$ cat src/rtf_pkg.sv
package rtf_pkg;

  localparam int PAGE_W = 20;
  localparam int END_W  = 21;
  localparam int ACT_W  = 3;
  localparam int STAT_W = 3;

  localparam logic [ACT_W-1:0] ACT_ALLOC  = 3'd0;
  localparam logic [ACT_W-1:0] ACT_FIXED  = 3'd1;
  localparam logic [ACT_W-1:0] ACT_REMOVE = 3'd2;
  localparam logic [ACT_W-1:0] ACT_UNMAP  = 3'd3;
  localparam logic [ACT_W-1:0] ACT_FAULT  = 3'd4;

  localparam logic [STAT_W-1:0] ST_OK       = 3'd0;
  localparam logic [STAT_W-1:0] ST_NOSPACE  = 3'd1;
  localparam logic [STAT_W-1:0] ST_FULL     = 3'd2;
  localparam logic [STAT_W-1:0] ST_NOTFOUND = 3'd3;
  localparam logic [STAT_W-1:0] ST_FATAL    = 3'd4;

  typedef struct packed {
    logic [PAGE_W-1:0] start;
    logic [PAGE_W-1:0] length;
    logic              wr;
    logic              gd;
  } rtf_entry_t;

endpackage

$ cat src/rtf_ifs.sv
interface rtf_req_if import rtf_pkg::*; ();
  logic              valid;
  logic              ready;
  logic [ACT_W-1:0]  action;
  logic [PAGE_W-1:0] page;
  logic [PAGE_W-1:0] length_pages;
  logic              writable;
  logic              grows_down;

  modport source (output valid, action, page, length_pages, writable, grows_down,
                  input ready);
  modport sink (input valid, action, page, length_pages, writable, grows_down,
                output ready);
endinterface

interface rtf_rsp_if import rtf_pkg::*; ();
  logic              valid;
  logic              ready;
  logic [STAT_W-1:0] status;
  logic [PAGE_W-1:0] result_page;
  logic              result_writable;
  logic [PAGE_W-1:0] freed_pages;

  modport source (output valid, status, result_page, result_writable, freed_pages,
                  input ready);
  modport sink (input valid, status, result_page, result_writable, freed_pages,
                output ready);
endinterface

$ cat src/rtf_ram.sv
module rtf_ram import rtf_pkg::*; #(
  parameter int Depth = 16,
  parameter int AddrW = 4
) (
  input  logic             clk,
  input  logic             we,
  input  logic [AddrW-1:0] waddr,
  input  rtf_entry_t       wdata,
  input  logic [AddrW-1:0] raddr,
  output rtf_entry_t       rdata
);

  rtf_entry_t mem [Depth];
  rtf_entry_t rdata_r;

  always_ff @(posedge clk) begin
    if (we) begin
      mem[waddr] <= wdata;
    end
    rdata_r <= mem[raddr];
  end

  assign rdata = rdata_r;

endmodule

$ cat src/region_table_first_fit.sv
// Region table, one request at a time; a new request is taken while a result waits.
// A request may walk the table memory (one entry read per cycle) and shift entries on
// insert, split or drop; a finished result waits in S_DONE while the output register is
// still held by a stalled output. The next request is taken as the result appears.
// Reset (synchronous): region count and control clear; table contents are not cleared.
module region_table_first_fit import rtf_pkg::*; #(
  parameter int MAX_REGIONS   = 16,
  parameter int USER_END_PAGE = 786432
) (
  input logic       clk,
  input logic       rst_n,
  rtf_req_if.sink   in_req,
  rtf_rsp_if.source out_rsp
);

  localparam int AW = $clog2(MAX_REGIONS);
  localparam int CW = $clog2(MAX_REGIONS + 1);
  localparam logic [END_W-1:0] UEND = END_W'(USER_END_PAGE);
  localparam logic [CW-1:0]    MAXC = CW'(MAX_REGIONS);
  localparam logic [CW-1:0]    ONE  = CW'(1);

  localparam logic [2:0] S_IDLE  = 3'd0;
  localparam logic [2:0] S_SCAN  = 3'd1;
  localparam logic [2:0] S_POS   = 3'd2;
  localparam logic [2:0] S_SHIFT = 3'd3;
  localparam logic [2:0] S_FIN   = 3'd4;
  localparam logic [2:0] S_FIN2  = 3'd5;
  localparam logic [2:0] S_DONE  = 3'd6;

  logic [2:0]        state_r, state_nxt;
  logic [ACT_W-1:0]  act_r, act_nxt;
  logic [PAGE_W-1:0] page_r, page_nxt;
  logic [PAGE_W-1:0] len_r, len_nxt;
  logic              wr_r, wr_nxt;
  logic              gd_r, gd_nxt;
  logic [CW-1:0]     cnt_r, cnt_nxt;
  logic [CW-1:0]     iss_r, iss_nxt;
  logic              rv_r, rv_nxt;
  logic [CW-1:0]     ridx_r, ridx_nxt;
  logic [END_W-1:0]  prev_end_r, prev_end_nxt;
  logic [PAGE_W-1:0] at_r, at_nxt;
  logic [CW-1:0]     rem_r, rem_nxt;
  logic              dn_r, dn_nxt;
  logic              fin_r, fin_nxt;
  logic              two_r, two_nxt;
  logic              inc_r, inc_nxt;
  logic              dec_r, dec_nxt;
  logic [CW-1:0]     fa_r, fa_nxt;
  rtf_entry_t        fw0_r, fw0_nxt;
  rtf_entry_t        fw1_r, fw1_nxt;
  logic [STAT_W-1:0] st_r, st_nxt;
  logic [PAGE_W-1:0] rpage_r, rpage_nxt;
  logic              rwr_r, rwr_nxt;
  logic [PAGE_W-1:0] freed_r, freed_nxt;
  logic              ov_r, ov_nxt;
  logic [STAT_W-1:0] o_st_r, o_st_nxt;
  logic [PAGE_W-1:0] o_page_r, o_page_nxt;
  logic              o_wr_r, o_wr_nxt;
  logic [PAGE_W-1:0] o_freed_r, o_freed_nxt;

  logic              ram_we;
  logic [CW-1:0]     ram_wa;
  rtf_entry_t        ram_wd;
  rtf_entry_t        rd;

  logic              accept;
  logic [END_W-1:0]  s_ext, e_end, page_ext, pg1, len_ext, in_end, room;
  logic              last, gap_ok, tail_ok, fault_hit;

  rtf_ram #(.Depth(MAX_REGIONS), .AddrW(AW)) u_ram (
    .clk   (clk),
    .we    (ram_we),
    .waddr (ram_wa[AW-1:0]),
    .wdata (ram_wd),
    .raddr (iss_r[AW-1:0]),
    .rdata (rd)
  );

  assign accept   = in_req.valid && in_req.ready;
  assign s_ext    = {1'b0, rd.start};
  assign e_end    = s_ext + {1'b0, rd.length};
  assign page_ext = {1'b0, page_r};
  assign pg1      = page_ext + END_W'(1);
  assign len_ext  = {1'b0, len_r};
  assign in_end   = {1'b0, in_req.page} + {1'b0, in_req.length_pages};
  assign room     = s_ext - prev_end_r;
  assign last     = (ridx_r == cnt_r - ONE);
  assign gap_ok   = (s_ext > prev_end_r) && (room >= len_ext);
  assign tail_ok  = (UEND > e_end) && ((UEND - e_end) >= len_ext);
  assign fault_hit = (prev_end_r <= page_ext) && (page_ext < s_ext);

  assign in_req.ready = (state_r == S_IDLE);

  always_comb begin
    state_nxt = state_r;
    act_nxt = act_r;
    page_nxt = page_r;
    len_nxt = len_r;
    wr_nxt = wr_r;
    gd_nxt = gd_r;
    cnt_nxt = cnt_r;
    iss_nxt = iss_r;
    rv_nxt = 1'b0;
    ridx_nxt = ridx_r;
    prev_end_nxt = prev_end_r;
    at_nxt = at_r;
    rem_nxt = rem_r;
    dn_nxt = dn_r;
    fin_nxt = fin_r;
    two_nxt = two_r;
    inc_nxt = inc_r;
    dec_nxt = dec_r;
    fa_nxt = fa_r;
    fw0_nxt = fw0_r;
    fw1_nxt = fw1_r;
    st_nxt = st_r;
    rpage_nxt = rpage_r;
    rwr_nxt = rwr_r;
    freed_nxt = freed_r;
    ov_nxt = ov_r && !out_rsp.ready;
    o_st_nxt = o_st_r;
    o_page_nxt = o_page_r;
    o_wr_nxt = o_wr_r;
    o_freed_nxt = o_freed_r;
    ram_we = 1'b0;
    ram_wa = fa_r;
    ram_wd = fw0_r;

    case (state_r)
      S_IDLE: begin
        if (accept) begin
          act_nxt = in_req.action;
          page_nxt = in_req.page;
          len_nxt = in_req.length_pages;
          wr_nxt = in_req.writable;
          gd_nxt = in_req.grows_down;
          st_nxt = ST_OK;
          rpage_nxt = '0;
          rwr_nxt = 1'b0;
          freed_nxt = '0;
          prev_end_nxt = '0;
          iss_nxt = '0;
          at_nxt = in_req.page;
          rem_nxt = '0;
          dn_nxt = 1'b0;
          fin_nxt = 1'b1;
          two_nxt = 1'b0;
          inc_nxt = 1'b1;
          dec_nxt = 1'b0;
          fa_nxt = '0;
          fw0_nxt = '{start: '0, length: in_req.length_pages,
                      wr: in_req.writable, gd: in_req.grows_down};
          state_nxt = S_DONE;
          case (in_req.action)
            ACT_ALLOC: begin
              if (in_req.length_pages == '0 || {1'b0, in_req.length_pages} > UEND) begin
                st_nxt = ST_NOSPACE;
              end else if (cnt_r >= MAXC) begin
                st_nxt = ST_FULL;
              end else if (cnt_r == '0) begin
                state_nxt = S_SHIFT;
              end else begin
                state_nxt = S_SCAN;
              end
            end
            ACT_FIXED: begin
              if (in_req.length_pages == '0 || in_end > UEND) begin
                st_nxt = ST_NOSPACE;
              end else if (cnt_r >= MAXC) begin
                st_nxt = ST_FULL;
              end else if (cnt_r == '0) begin
                fw0_nxt.start = in_req.page;
                state_nxt = S_SHIFT;
              end else begin
                state_nxt = S_POS;
              end
            end
            ACT_REMOVE, ACT_UNMAP: begin
              if (cnt_r == '0) begin
                st_nxt = ST_NOTFOUND;
              end else begin
                state_nxt = S_SCAN;
              end
            end
            ACT_FAULT: begin
              if (cnt_r == '0) begin
                st_nxt = ST_FATAL;
              end else begin
                state_nxt = S_SCAN;
              end
            end
            default: begin
              st_nxt = ST_OK;
            end
          endcase
        end
      end

      S_SCAN, S_POS: begin
        if (iss_r < cnt_r) begin
          rv_nxt = 1'b1;
          ridx_nxt = iss_r;
          iss_nxt = iss_r + ONE;
        end
        if (rv_r) begin
          prev_end_nxt = e_end;
          rem_nxt = '0;
          dn_nxt = 1'b0;
          fin_nxt = 1'b1;
          two_nxt = 1'b0;
          inc_nxt = 1'b0;
          dec_nxt = 1'b0;
          fa_nxt = ridx_r;
          fw0_nxt = rd;
          fw1_nxt = rd;
          if (state_r == S_POS) begin
            if (rd.start > at_r || last) begin
              fa_nxt = (rd.start > at_r) ? ridx_r : cnt_r;
              rem_nxt = cnt_r - ((rd.start > at_r) ? ridx_r : cnt_r);
              iss_nxt = cnt_r - ONE;
              inc_nxt = 1'b1;
              fw0_nxt = '{start: at_r, length: len_r, wr: wr_r, gd: gd_r};
              if (act_r == ACT_ALLOC) begin
                rpage_nxt = at_r;
              end
              rv_nxt = 1'b0;
              state_nxt = S_SHIFT;
            end
          end else begin
            case (act_r)
              ACT_ALLOC: begin
                if (gap_ok || (last && tail_ok)) begin
                  at_nxt = gap_ok ? prev_end_r[PAGE_W-1:0] : e_end[PAGE_W-1:0];
                  iss_nxt = '0;
                  rv_nxt = 1'b0;
                  state_nxt = S_POS;
                end else if (last) begin
                  st_nxt = ST_NOSPACE;
                  state_nxt = S_DONE;
                end
              end
              ACT_REMOVE: begin
                if (rd.start == page_r) begin
                  freed_nxt = rd.length;
                  rem_nxt = cnt_r - ONE - ridx_r;
                  iss_nxt = ridx_r + ONE;
                  dn_nxt = 1'b1;
                  fin_nxt = 1'b0;
                  dec_nxt = 1'b1;
                  rv_nxt = 1'b0;
                  state_nxt = S_SHIFT;
                end else if (last) begin
                  st_nxt = ST_NOTFOUND;
                  state_nxt = S_DONE;
                end
              end
              ACT_UNMAP: begin
                rv_nxt = 1'b0;
                state_nxt = S_SHIFT;
                freed_nxt = PAGE_W'(1);
                if (rd.start == page_r) begin
                  if (rd.length == PAGE_W'(1)) begin
                    rem_nxt = cnt_r - ONE - ridx_r;
                    iss_nxt = ridx_r + ONE;
                    dn_nxt = 1'b1;
                    fin_nxt = 1'b0;
                    dec_nxt = 1'b1;
                  end else begin
                    fw0_nxt.start = rd.start + PAGE_W'(1);
                    fw0_nxt.length = rd.length - PAGE_W'(1);
                  end
                end else if (s_ext < page_ext && pg1 < e_end) begin
                  if (cnt_r >= MAXC) begin
                    freed_nxt = '0;
                    st_nxt = ST_FULL;
                    state_nxt = S_DONE;
                  end else begin
                    rem_nxt = cnt_r - ridx_r - ONE;
                    iss_nxt = cnt_r - ONE;
                    two_nxt = 1'b1;
                    inc_nxt = 1'b1;
                    fw0_nxt.length = page_r - rd.start;
                    fw1_nxt.start = pg1[PAGE_W-1:0];
                    fw1_nxt.length = PAGE_W'(e_end - pg1);
                  end
                end else if (pg1 == e_end) begin
                  fw0_nxt.length = rd.length - PAGE_W'(1);
                end else begin
                  freed_nxt = '0;
                  if (last) begin
                    st_nxt = ST_NOTFOUND;
                    state_nxt = S_DONE;
                  end else begin
                    rv_nxt = (iss_r < cnt_r);
                    state_nxt = S_SCAN;
                  end
                end
              end
              ACT_FAULT: begin
                if (fault_hit) begin
                  rv_nxt = 1'b0;
                  if (room >= END_W'(2) && rd.gd) begin
                    fw0_nxt.start = rd.start - PAGE_W'(1);
                    fw0_nxt.length = rd.length + PAGE_W'(1);
                    rpage_nxt = rd.start - PAGE_W'(1);
                    rwr_nxt = rd.wr;
                    state_nxt = S_SHIFT;
                  end else begin
                    st_nxt = ST_FATAL;
                    state_nxt = S_DONE;
                  end
                end else if (last) begin
                  rv_nxt = 1'b0;
                  st_nxt = ST_FATAL;
                  state_nxt = S_DONE;
                end
              end
              default: begin
                state_nxt = S_DONE;
              end
            endcase
          end
        end
      end

      S_SHIFT: begin
        ram_we = rv_r;
        ram_wa = dn_r ? (ridx_r - ONE) : (ridx_r + ONE);
        ram_wd = rd;
        if (rem_r != '0) begin
          rv_nxt = 1'b1;
          ridx_nxt = iss_r;
          iss_nxt = dn_r ? (iss_r + ONE) : (iss_r - ONE);
          rem_nxt = rem_r - ONE;
        end else if (!rv_r) begin
          if (fin_r) begin
            state_nxt = S_FIN;
          end else begin
            if (dec_r) begin
              cnt_nxt = cnt_r - ONE;
            end
            state_nxt = S_DONE;
          end
        end
      end

      S_FIN: begin
        ram_we = 1'b1;
        if (inc_r) begin
          cnt_nxt = cnt_r + ONE;
        end
        state_nxt = two_r ? S_FIN2 : S_DONE;
      end

      S_FIN2: begin
        ram_we = 1'b1;
        ram_wa = fa_r + ONE;
        ram_wd = fw1_r;
        state_nxt = S_DONE;
      end

      S_DONE: begin
        if (!ov_r || out_rsp.ready) begin
          ov_nxt = 1'b1;
          o_st_nxt = st_r;
          o_page_nxt = rpage_r;
          o_wr_nxt = rwr_r;
          o_freed_nxt = freed_r;
          state_nxt = S_IDLE;
        end
      end

      default: begin
        state_nxt = S_IDLE;
      end
    endcase
  end

  always_ff @(posedge clk) begin
    if (!rst_n) begin
      state_r <= S_IDLE;
      cnt_r <= '0;
      rv_r <= 1'b0;
      ov_r <= 1'b0;
    end else begin
      state_r <= state_nxt;
      cnt_r <= cnt_nxt;
      rv_r <= rv_nxt;
      ov_r <= ov_nxt;
    end
  end

  always_ff @(posedge clk) begin
    act_r <= act_nxt;
    page_r <= page_nxt;
    len_r <= len_nxt;
    wr_r <= wr_nxt;
    gd_r <= gd_nxt;
    iss_r <= iss_nxt;
    ridx_r <= ridx_nxt;
    prev_end_r <= prev_end_nxt;
    at_r <= at_nxt;
    rem_r <= rem_nxt;
    dn_r <= dn_nxt;
    fin_r <= fin_nxt;
    two_r <= two_nxt;
    inc_r <= inc_nxt;
    dec_r <= dec_nxt;
    fa_r <= fa_nxt;
    fw0_r <= fw0_nxt;
    fw1_r <= fw1_nxt;
    st_r <= st_nxt;
    rpage_r <= rpage_nxt;
    rwr_r <= rwr_nxt;
    freed_r <= freed_nxt;
    o_st_r <= o_st_nxt;
    o_page_r <= o_page_nxt;
    o_wr_r <= o_wr_nxt;
    o_freed_r <= o_freed_nxt;
  end

  assign out_rsp.valid           = ov_r;
  assign out_rsp.status          = o_st_r;
  assign out_rsp.result_page     = o_page_r;
  assign out_rsp.result_writable = o_wr_r;
  assign out_rsp.freed_pages     = o_freed_r;

`ifndef ASSERT_OFF
  a_cnt_bound: assert property (@(posedge clk) disable iff (!rst_n)
    cnt_r <= MAXC) else $error("region count above table depth");

  a_leave_idle: assert property (@(posedge clk) disable iff (!rst_n)
    accept |=> state_r != S_IDLE) else $error("request accepted without work");

  a_no_write_scan: assert property (@(posedge clk) disable iff (!rst_n)
    (state_r == S_IDLE || state_r == S_SCAN || state_r == S_POS) |-> !ram_we)
    else $error("table written during search");

  a_cnt_step: assert property (@(posedge clk) disable iff (!rst_n)
    cnt_r != $past(cnt_r) |-> (cnt_r == $past(cnt_r) + ONE || cnt_r == $past(cnt_r) - ONE))
    else $error("region count jumped");
`endif

endmodule

$ cat src/flat_wrapper.sv
// flat-port wrapper written by rule: the top's interface ports become plain ports
module region_table_first_fit_flat import rtf_pkg::*;
#(
  parameter int MAX_REGIONS   = 16,
  parameter int USER_END_PAGE = 786432
)
  (clk, rst_n, in_req_valid, in_req_action, in_req_page, in_req_length_pages, in_req_writable, in_req_grows_down, in_req_ready, out_rsp_valid, out_rsp_status, out_rsp_result_page, out_rsp_result_writable, out_rsp_freed_pages, out_rsp_ready);
  rtf_req_if in_req_i ();
  rtf_rsp_if out_rsp_i ();
  input logic clk;
  input logic rst_n;
  input wire logic [$bits(in_req_i.valid)-1:0] in_req_valid;
  input wire logic [$bits(in_req_i.action)-1:0] in_req_action;
  input wire logic [$bits(in_req_i.page)-1:0] in_req_page;
  input wire logic [$bits(in_req_i.length_pages)-1:0] in_req_length_pages;
  input wire logic [$bits(in_req_i.writable)-1:0] in_req_writable;
  input wire logic [$bits(in_req_i.grows_down)-1:0] in_req_grows_down;
  output wire logic [$bits(in_req_i.ready)-1:0] in_req_ready;
  output wire logic [$bits(out_rsp_i.valid)-1:0] out_rsp_valid;
  output wire logic [$bits(out_rsp_i.status)-1:0] out_rsp_status;
  output wire logic [$bits(out_rsp_i.result_page)-1:0] out_rsp_result_page;
  output wire logic [$bits(out_rsp_i.result_writable)-1:0] out_rsp_result_writable;
  output wire logic [$bits(out_rsp_i.freed_pages)-1:0] out_rsp_freed_pages;
  input wire logic [$bits(out_rsp_i.ready)-1:0] out_rsp_ready;
  assign in_req_i.valid = in_req_valid;
  assign in_req_i.action = in_req_action;
  assign in_req_i.page = in_req_page;
  assign in_req_i.length_pages = in_req_length_pages;
  assign in_req_i.writable = in_req_writable;
  assign in_req_i.grows_down = in_req_grows_down;
  assign in_req_ready = in_req_i.ready;
  assign out_rsp_valid = out_rsp_i.valid;
  assign out_rsp_status = out_rsp_i.status;
  assign out_rsp_result_page = out_rsp_i.result_page;
  assign out_rsp_result_writable = out_rsp_i.result_writable;
  assign out_rsp_freed_pages = out_rsp_i.freed_pages;
  assign out_rsp_i.ready = out_rsp_ready;
  region_table_first_fit #(.MAX_REGIONS(MAX_REGIONS), .USER_END_PAGE(USER_END_PAGE)) u_core (.clk(clk), .rst_n(rst_n), .in_req(in_req_i), .out_rsp(out_rsp_i));
endmodule
$ cat config.mk
export PLATFORM = sky130hd
export DESIGN_NAME = region_table_first_fit_flat
export DESIGN_NICKNAME = d
export VERILOG_FILES = /design/src/rtf_pkg.sv /design/src/rtf_ifs.sv /design/src/rtf_ram.sv /design/src/region_table_first_fit.sv /design/src/flat_wrapper.sv
export SDC_FILE = /design/constraint.sdc
export NUM_CORES = 2
export LEC_CHECK = 0
export ABC_CLOCK_PERIOD_IN_PS = 15250
export BUFFER_PORTS_ARGS = -buffer_cell sky130_fd_sc_hd__buf_2
export CAP_MARGIN = 0
export CELL_PAD_IN_SITES_DETAIL_PLACEMENT = 1
export CELL_PAD_IN_SITES_GLOBAL_PLACEMENT = 1
export CORE_MARGIN = 3
export CORE_UTILIZATION = 35
export DETAILED_ROUTE_END_ITERATION = 10
export GPL_ROUTABILITY_DRIVEN = 1
export PLACE_DENSITY_LB_ADDON = 0.1
export REMOVE_ABC_BUFFERS = 1
export SYNTH_ARGS = -nofsm -noshare
export SYNTH_HDL_FRONTEND = slang
export SYNTH_HIERARCHICAL = 1
export SYNTH_SLANG_ARGS = --single-unit
$ cat constraint.sdc
create_clock -name clk -period 15.25 [get_ports clk]
set_input_delay 1.525 -clock clk [delete_from_list [all_inputs] [get_ports clk]]
set_output_delay 1.525 -clock clk [all_outputs]
set_load 0.03 [all_outputs]
==> metrics.yaml <==
outcome: "finished clean"
synth_top_area_share_pct: 54.9
async_flop_share_pct: 0
grt_start_max_net_pins: 92
antenna_found_initial: 11
dp_hpwl_mm: 138
syn_area_um2: 52100
reg2reg_slack_ns: 8.04
synth_edf_count: 953
synth_top_cell_by_area: "edfxtp_1"
syn_avg_cell_area_um2: 12.5
dr.pass1.iters: 5
grt_usage_pct: 26.1
slew_viol_final: 0
min_period_ns: 7.21
cts_resized: 0
fin_nets: 4538
cap_violations: 0
fin_crit_sh_pct: 47.3
r2r_end: "u_core/fw0_r[4]$_DFFE_PP_"
start_util_pct: 35.5
cts_inserted_buffers: 112
cpPeakStageDelay_ns: 0.99
timing.rr.start: "u_core/u_ram/rdata[22]$_DFF_P_"
portBuffers: 94
synthDistinctLibCells: 87
cellLeakagePower_nw: 20.8
hold_violations: 0
path_max_fanout: 11
slew_headroom_pct: 18.5
clockBufferDepth: 3
postCtsSetupBuffers: 0
path_class: "flip-flop to flip-flop"
r2r.worst_path.cells: 20
first_global_vias: 37100
rsz0062_at_grt: "false"
placedCellCount: 6052
die_h_um: 392
cpMaxStageDelayCell: "nor2_1"
clockRootBuffer: "clkbuf_16"
postCtsHoldBufs: 0
synth-seq-area-share_pct: 56.9
skew_ns: 0.0382
synth_ff_type: "edfxtp_1"
wl_per_cell_um: 32.3
arrival_ns: 7.70
ys_ff_latch: 1005
die_area_um2: 154000
vias_per_cell: 5.94
io_pins: 95
antenna_left: 0
synth.most_common_cell: "edfxtp_1"
cp-start-kind: "flip-flop"
row_count: 140
layout-drive-gt1-share_pct: 14.0
gp_congestion: 0.920
grt_pass1_wl_mm: 285
worstSetupStartpoint: "u_core/u_ram/rdata[22]$_DFF_P_"
finalSetupViolations: 0
synth_commonest_cells: "edfxtp_1 (953), nand2_1 (347), nor2_1 (271)"
die_x_um: 392
htree_num_levels: 3
max_freq_mhz: 139
p_per_area_nw_per_um2: 260
setup_tns_ns: 0
grt-ovfl-total: 0
cts.sinks: 1005
worst_slew_pin_slew_ns: 1.21
critPathCaptureType: "flip-flop"
cts_tree: "done"
ys_warn_count: 6
vias: 37200
drc_errors: 0
cp_cell_sequence: "ha_1, fa_1, a211oi_1, o21ai_0, a31oi_1, a21oi_1, xor2_1, inv_1, ha_1, a21o_1, a21o_1, a21oi_1, nand2_1, o21ai_0, nand3_1, nor2_1, a32oi_1, o211ai_1, a211oi_1, o32a_1"
drt_first_iter_violations: 3561
clk_latency_ns: 0.76
clk_pin_slew_ns: 0.06
final_cells: 6261
ir_drop_uv: 169
core_region_area_um2: 147000
synthCells: 4171
critPathRequiredTime_ns: 15.74
worstSetupEndpoint: "u_core/fw0_r[4]$_DFFE_PP_"
routed_wl_mm: 202
area_growth_syn_to_layout_pct: 12.8
min-delay-path-class: "flip-flop to flip-flop"
ys_top_cells_by_area: "edfxtp_1 (55%), mux4_2 (7.3%), ha_1 (5.6%)"
## cell type report
| type | count | area (µm²) |
|---|---|---|
| antenna | 1 | 2.50 |
| clock buffer | 155 | 3120 |
| clock inverter | 53 | 667 |
| fill | 15400 | 88000 |
| inverter | 210 | 788 |
| multi-input combinational | 2728 | 20900 |
| sequential | 1005 | 29700 |
| tap | 1917 | 2400 |
| timing repair buffer | 192 | 1220 |
## critical path: cells and delay by family (launching register included)
family          cells  cell delay, ns
fa+ha+maj           3            1.19
xor+xnor            1            0.58
flops               1            0.47
simple gates        3            1.52
buf+inv             1            0.19
compound gates     12            2.99
## state kept, by name (all words and copies together) (netlist names), 21 cells and up
signal	flops
u_core/fw0_r	42
u_core/fw1_r	42
u_core/prev_end_r	21
u_core/u_ram/mem	672
u_core/u_ram/rdata	42
## logic make-up after synthesis
| kind of cell | after synthesis | synth area share [%] |
|---|---|---|
| muxes | 199 | 7.87 |
| xor gates and xnor gates | 171 | 2.87 |
| adders and majority gates | 240 | 5.88 |
| AOI/OAI and AO/OA | 1020 | 13.0 |
| DFF | 1005 | 56.9 |
| buffers and inverters | 438 | 3.42 |
| and+or+nand+nor | 1098 | 10.0 |
## per-layer routing
metal / wire length [µm] / share of wire, % / track usage, % / vias to the layer above
met5: 0 / 0 / 0 / -
met1: 88600 / 44 / 36.0 / 19400
met2: 91600 / 45 / 40.8 / 1222
met4: 10500 / 5.2 / 12.4 / 0
met3: 11200 / 5.6 / 3.39 / 348
li1: - / - / - / 16200
## worst min path at each step
| stage | startpoint | end | slack (ns) | cells past startpoint |
|---|---|---|---|---|
| final | u_core/freed_r[14]$_SDFFCE_PN0P_ | u_core/out_rsp.freed_pages[14]$_DFFE_PP_ | 0.42 | 0 |
| after global placement | u_core/freed_r[11]$_SDFFCE_PN0P_ | u_core/out_rsp.freed_pages[11]$_DFFE_PP_ | 0.40 | 0 |
| after CTS | u_core/freed_r[14]$_SDFFCE_PN0P_ | u_core/out_rsp.freed_pages[14]$_DFFE_PP_ | 0.42 | 0 |
| after detailed placement | u_core/freed_r[14]$_SDFFCE_PN0P_ | u_core/out_rsp.freed_pages[14]$_DFFE_PP_ | 0.41 | 0 |
| after global routing | u_core/rpage_r[16]$_SDFFCE_PP0P_ | u_core/out_rsp.result_page[16]$_DFFE_PP_ | 0.42 | 0 |
| after floorplan | u_core/freed_r[0]$_SDFFCE_PP0P_ | u_core/out_rsp.freed_pages[0]$_DFFE_PP_ | 0.40 | 0 |
## layout by cell type, fill, tap and decap left out, drive strengths merged, types with 81 or more instances in the layout
cell type  instances
o21ai            183
inv              212
nand3             87
a22oi            137
a21oi            244
ha               232
xnor2            135
mux4             168
edfxtp           953
nor3              90
nand2            347
buf              192
nor2             271
a21o              81
clkbuf           155
## per-stage QoR
stage / hold WS [ns] / instance area, µm² / setup WS, ns / total power, mW / util (%)
2_1_floorplan: 0.400 / 51100 / 5.23 / 9.33 / -
3_3_place_gp: 0.401 / 55000 / 8.35 / 12.4 / 37.5
3_5_place_dp: 0.405 / 55000 / 8.20 / 12.4 / 37.5
4_1_cts: 0.419 / 58800 / 8.18 / 15.3 / 40.0
5_1_grt: 0.424 / 58800 / 7.49 / 16.2 / 40.0
6_report: 0.417 / 58800 / 8.04 / 15.3 / 40.0
## report_power, final
| part | switching (mW) | internal [mW] |
|---|---|---|
| Sequential | 0.354 | 3.82 |
| Clock | 1.18 | 1.62 |
| Combinational | 5.61 | 2.69 |
| Total | 7.15 | 8.13 |
Note: power is estimated with default switching activity, not from simulation.
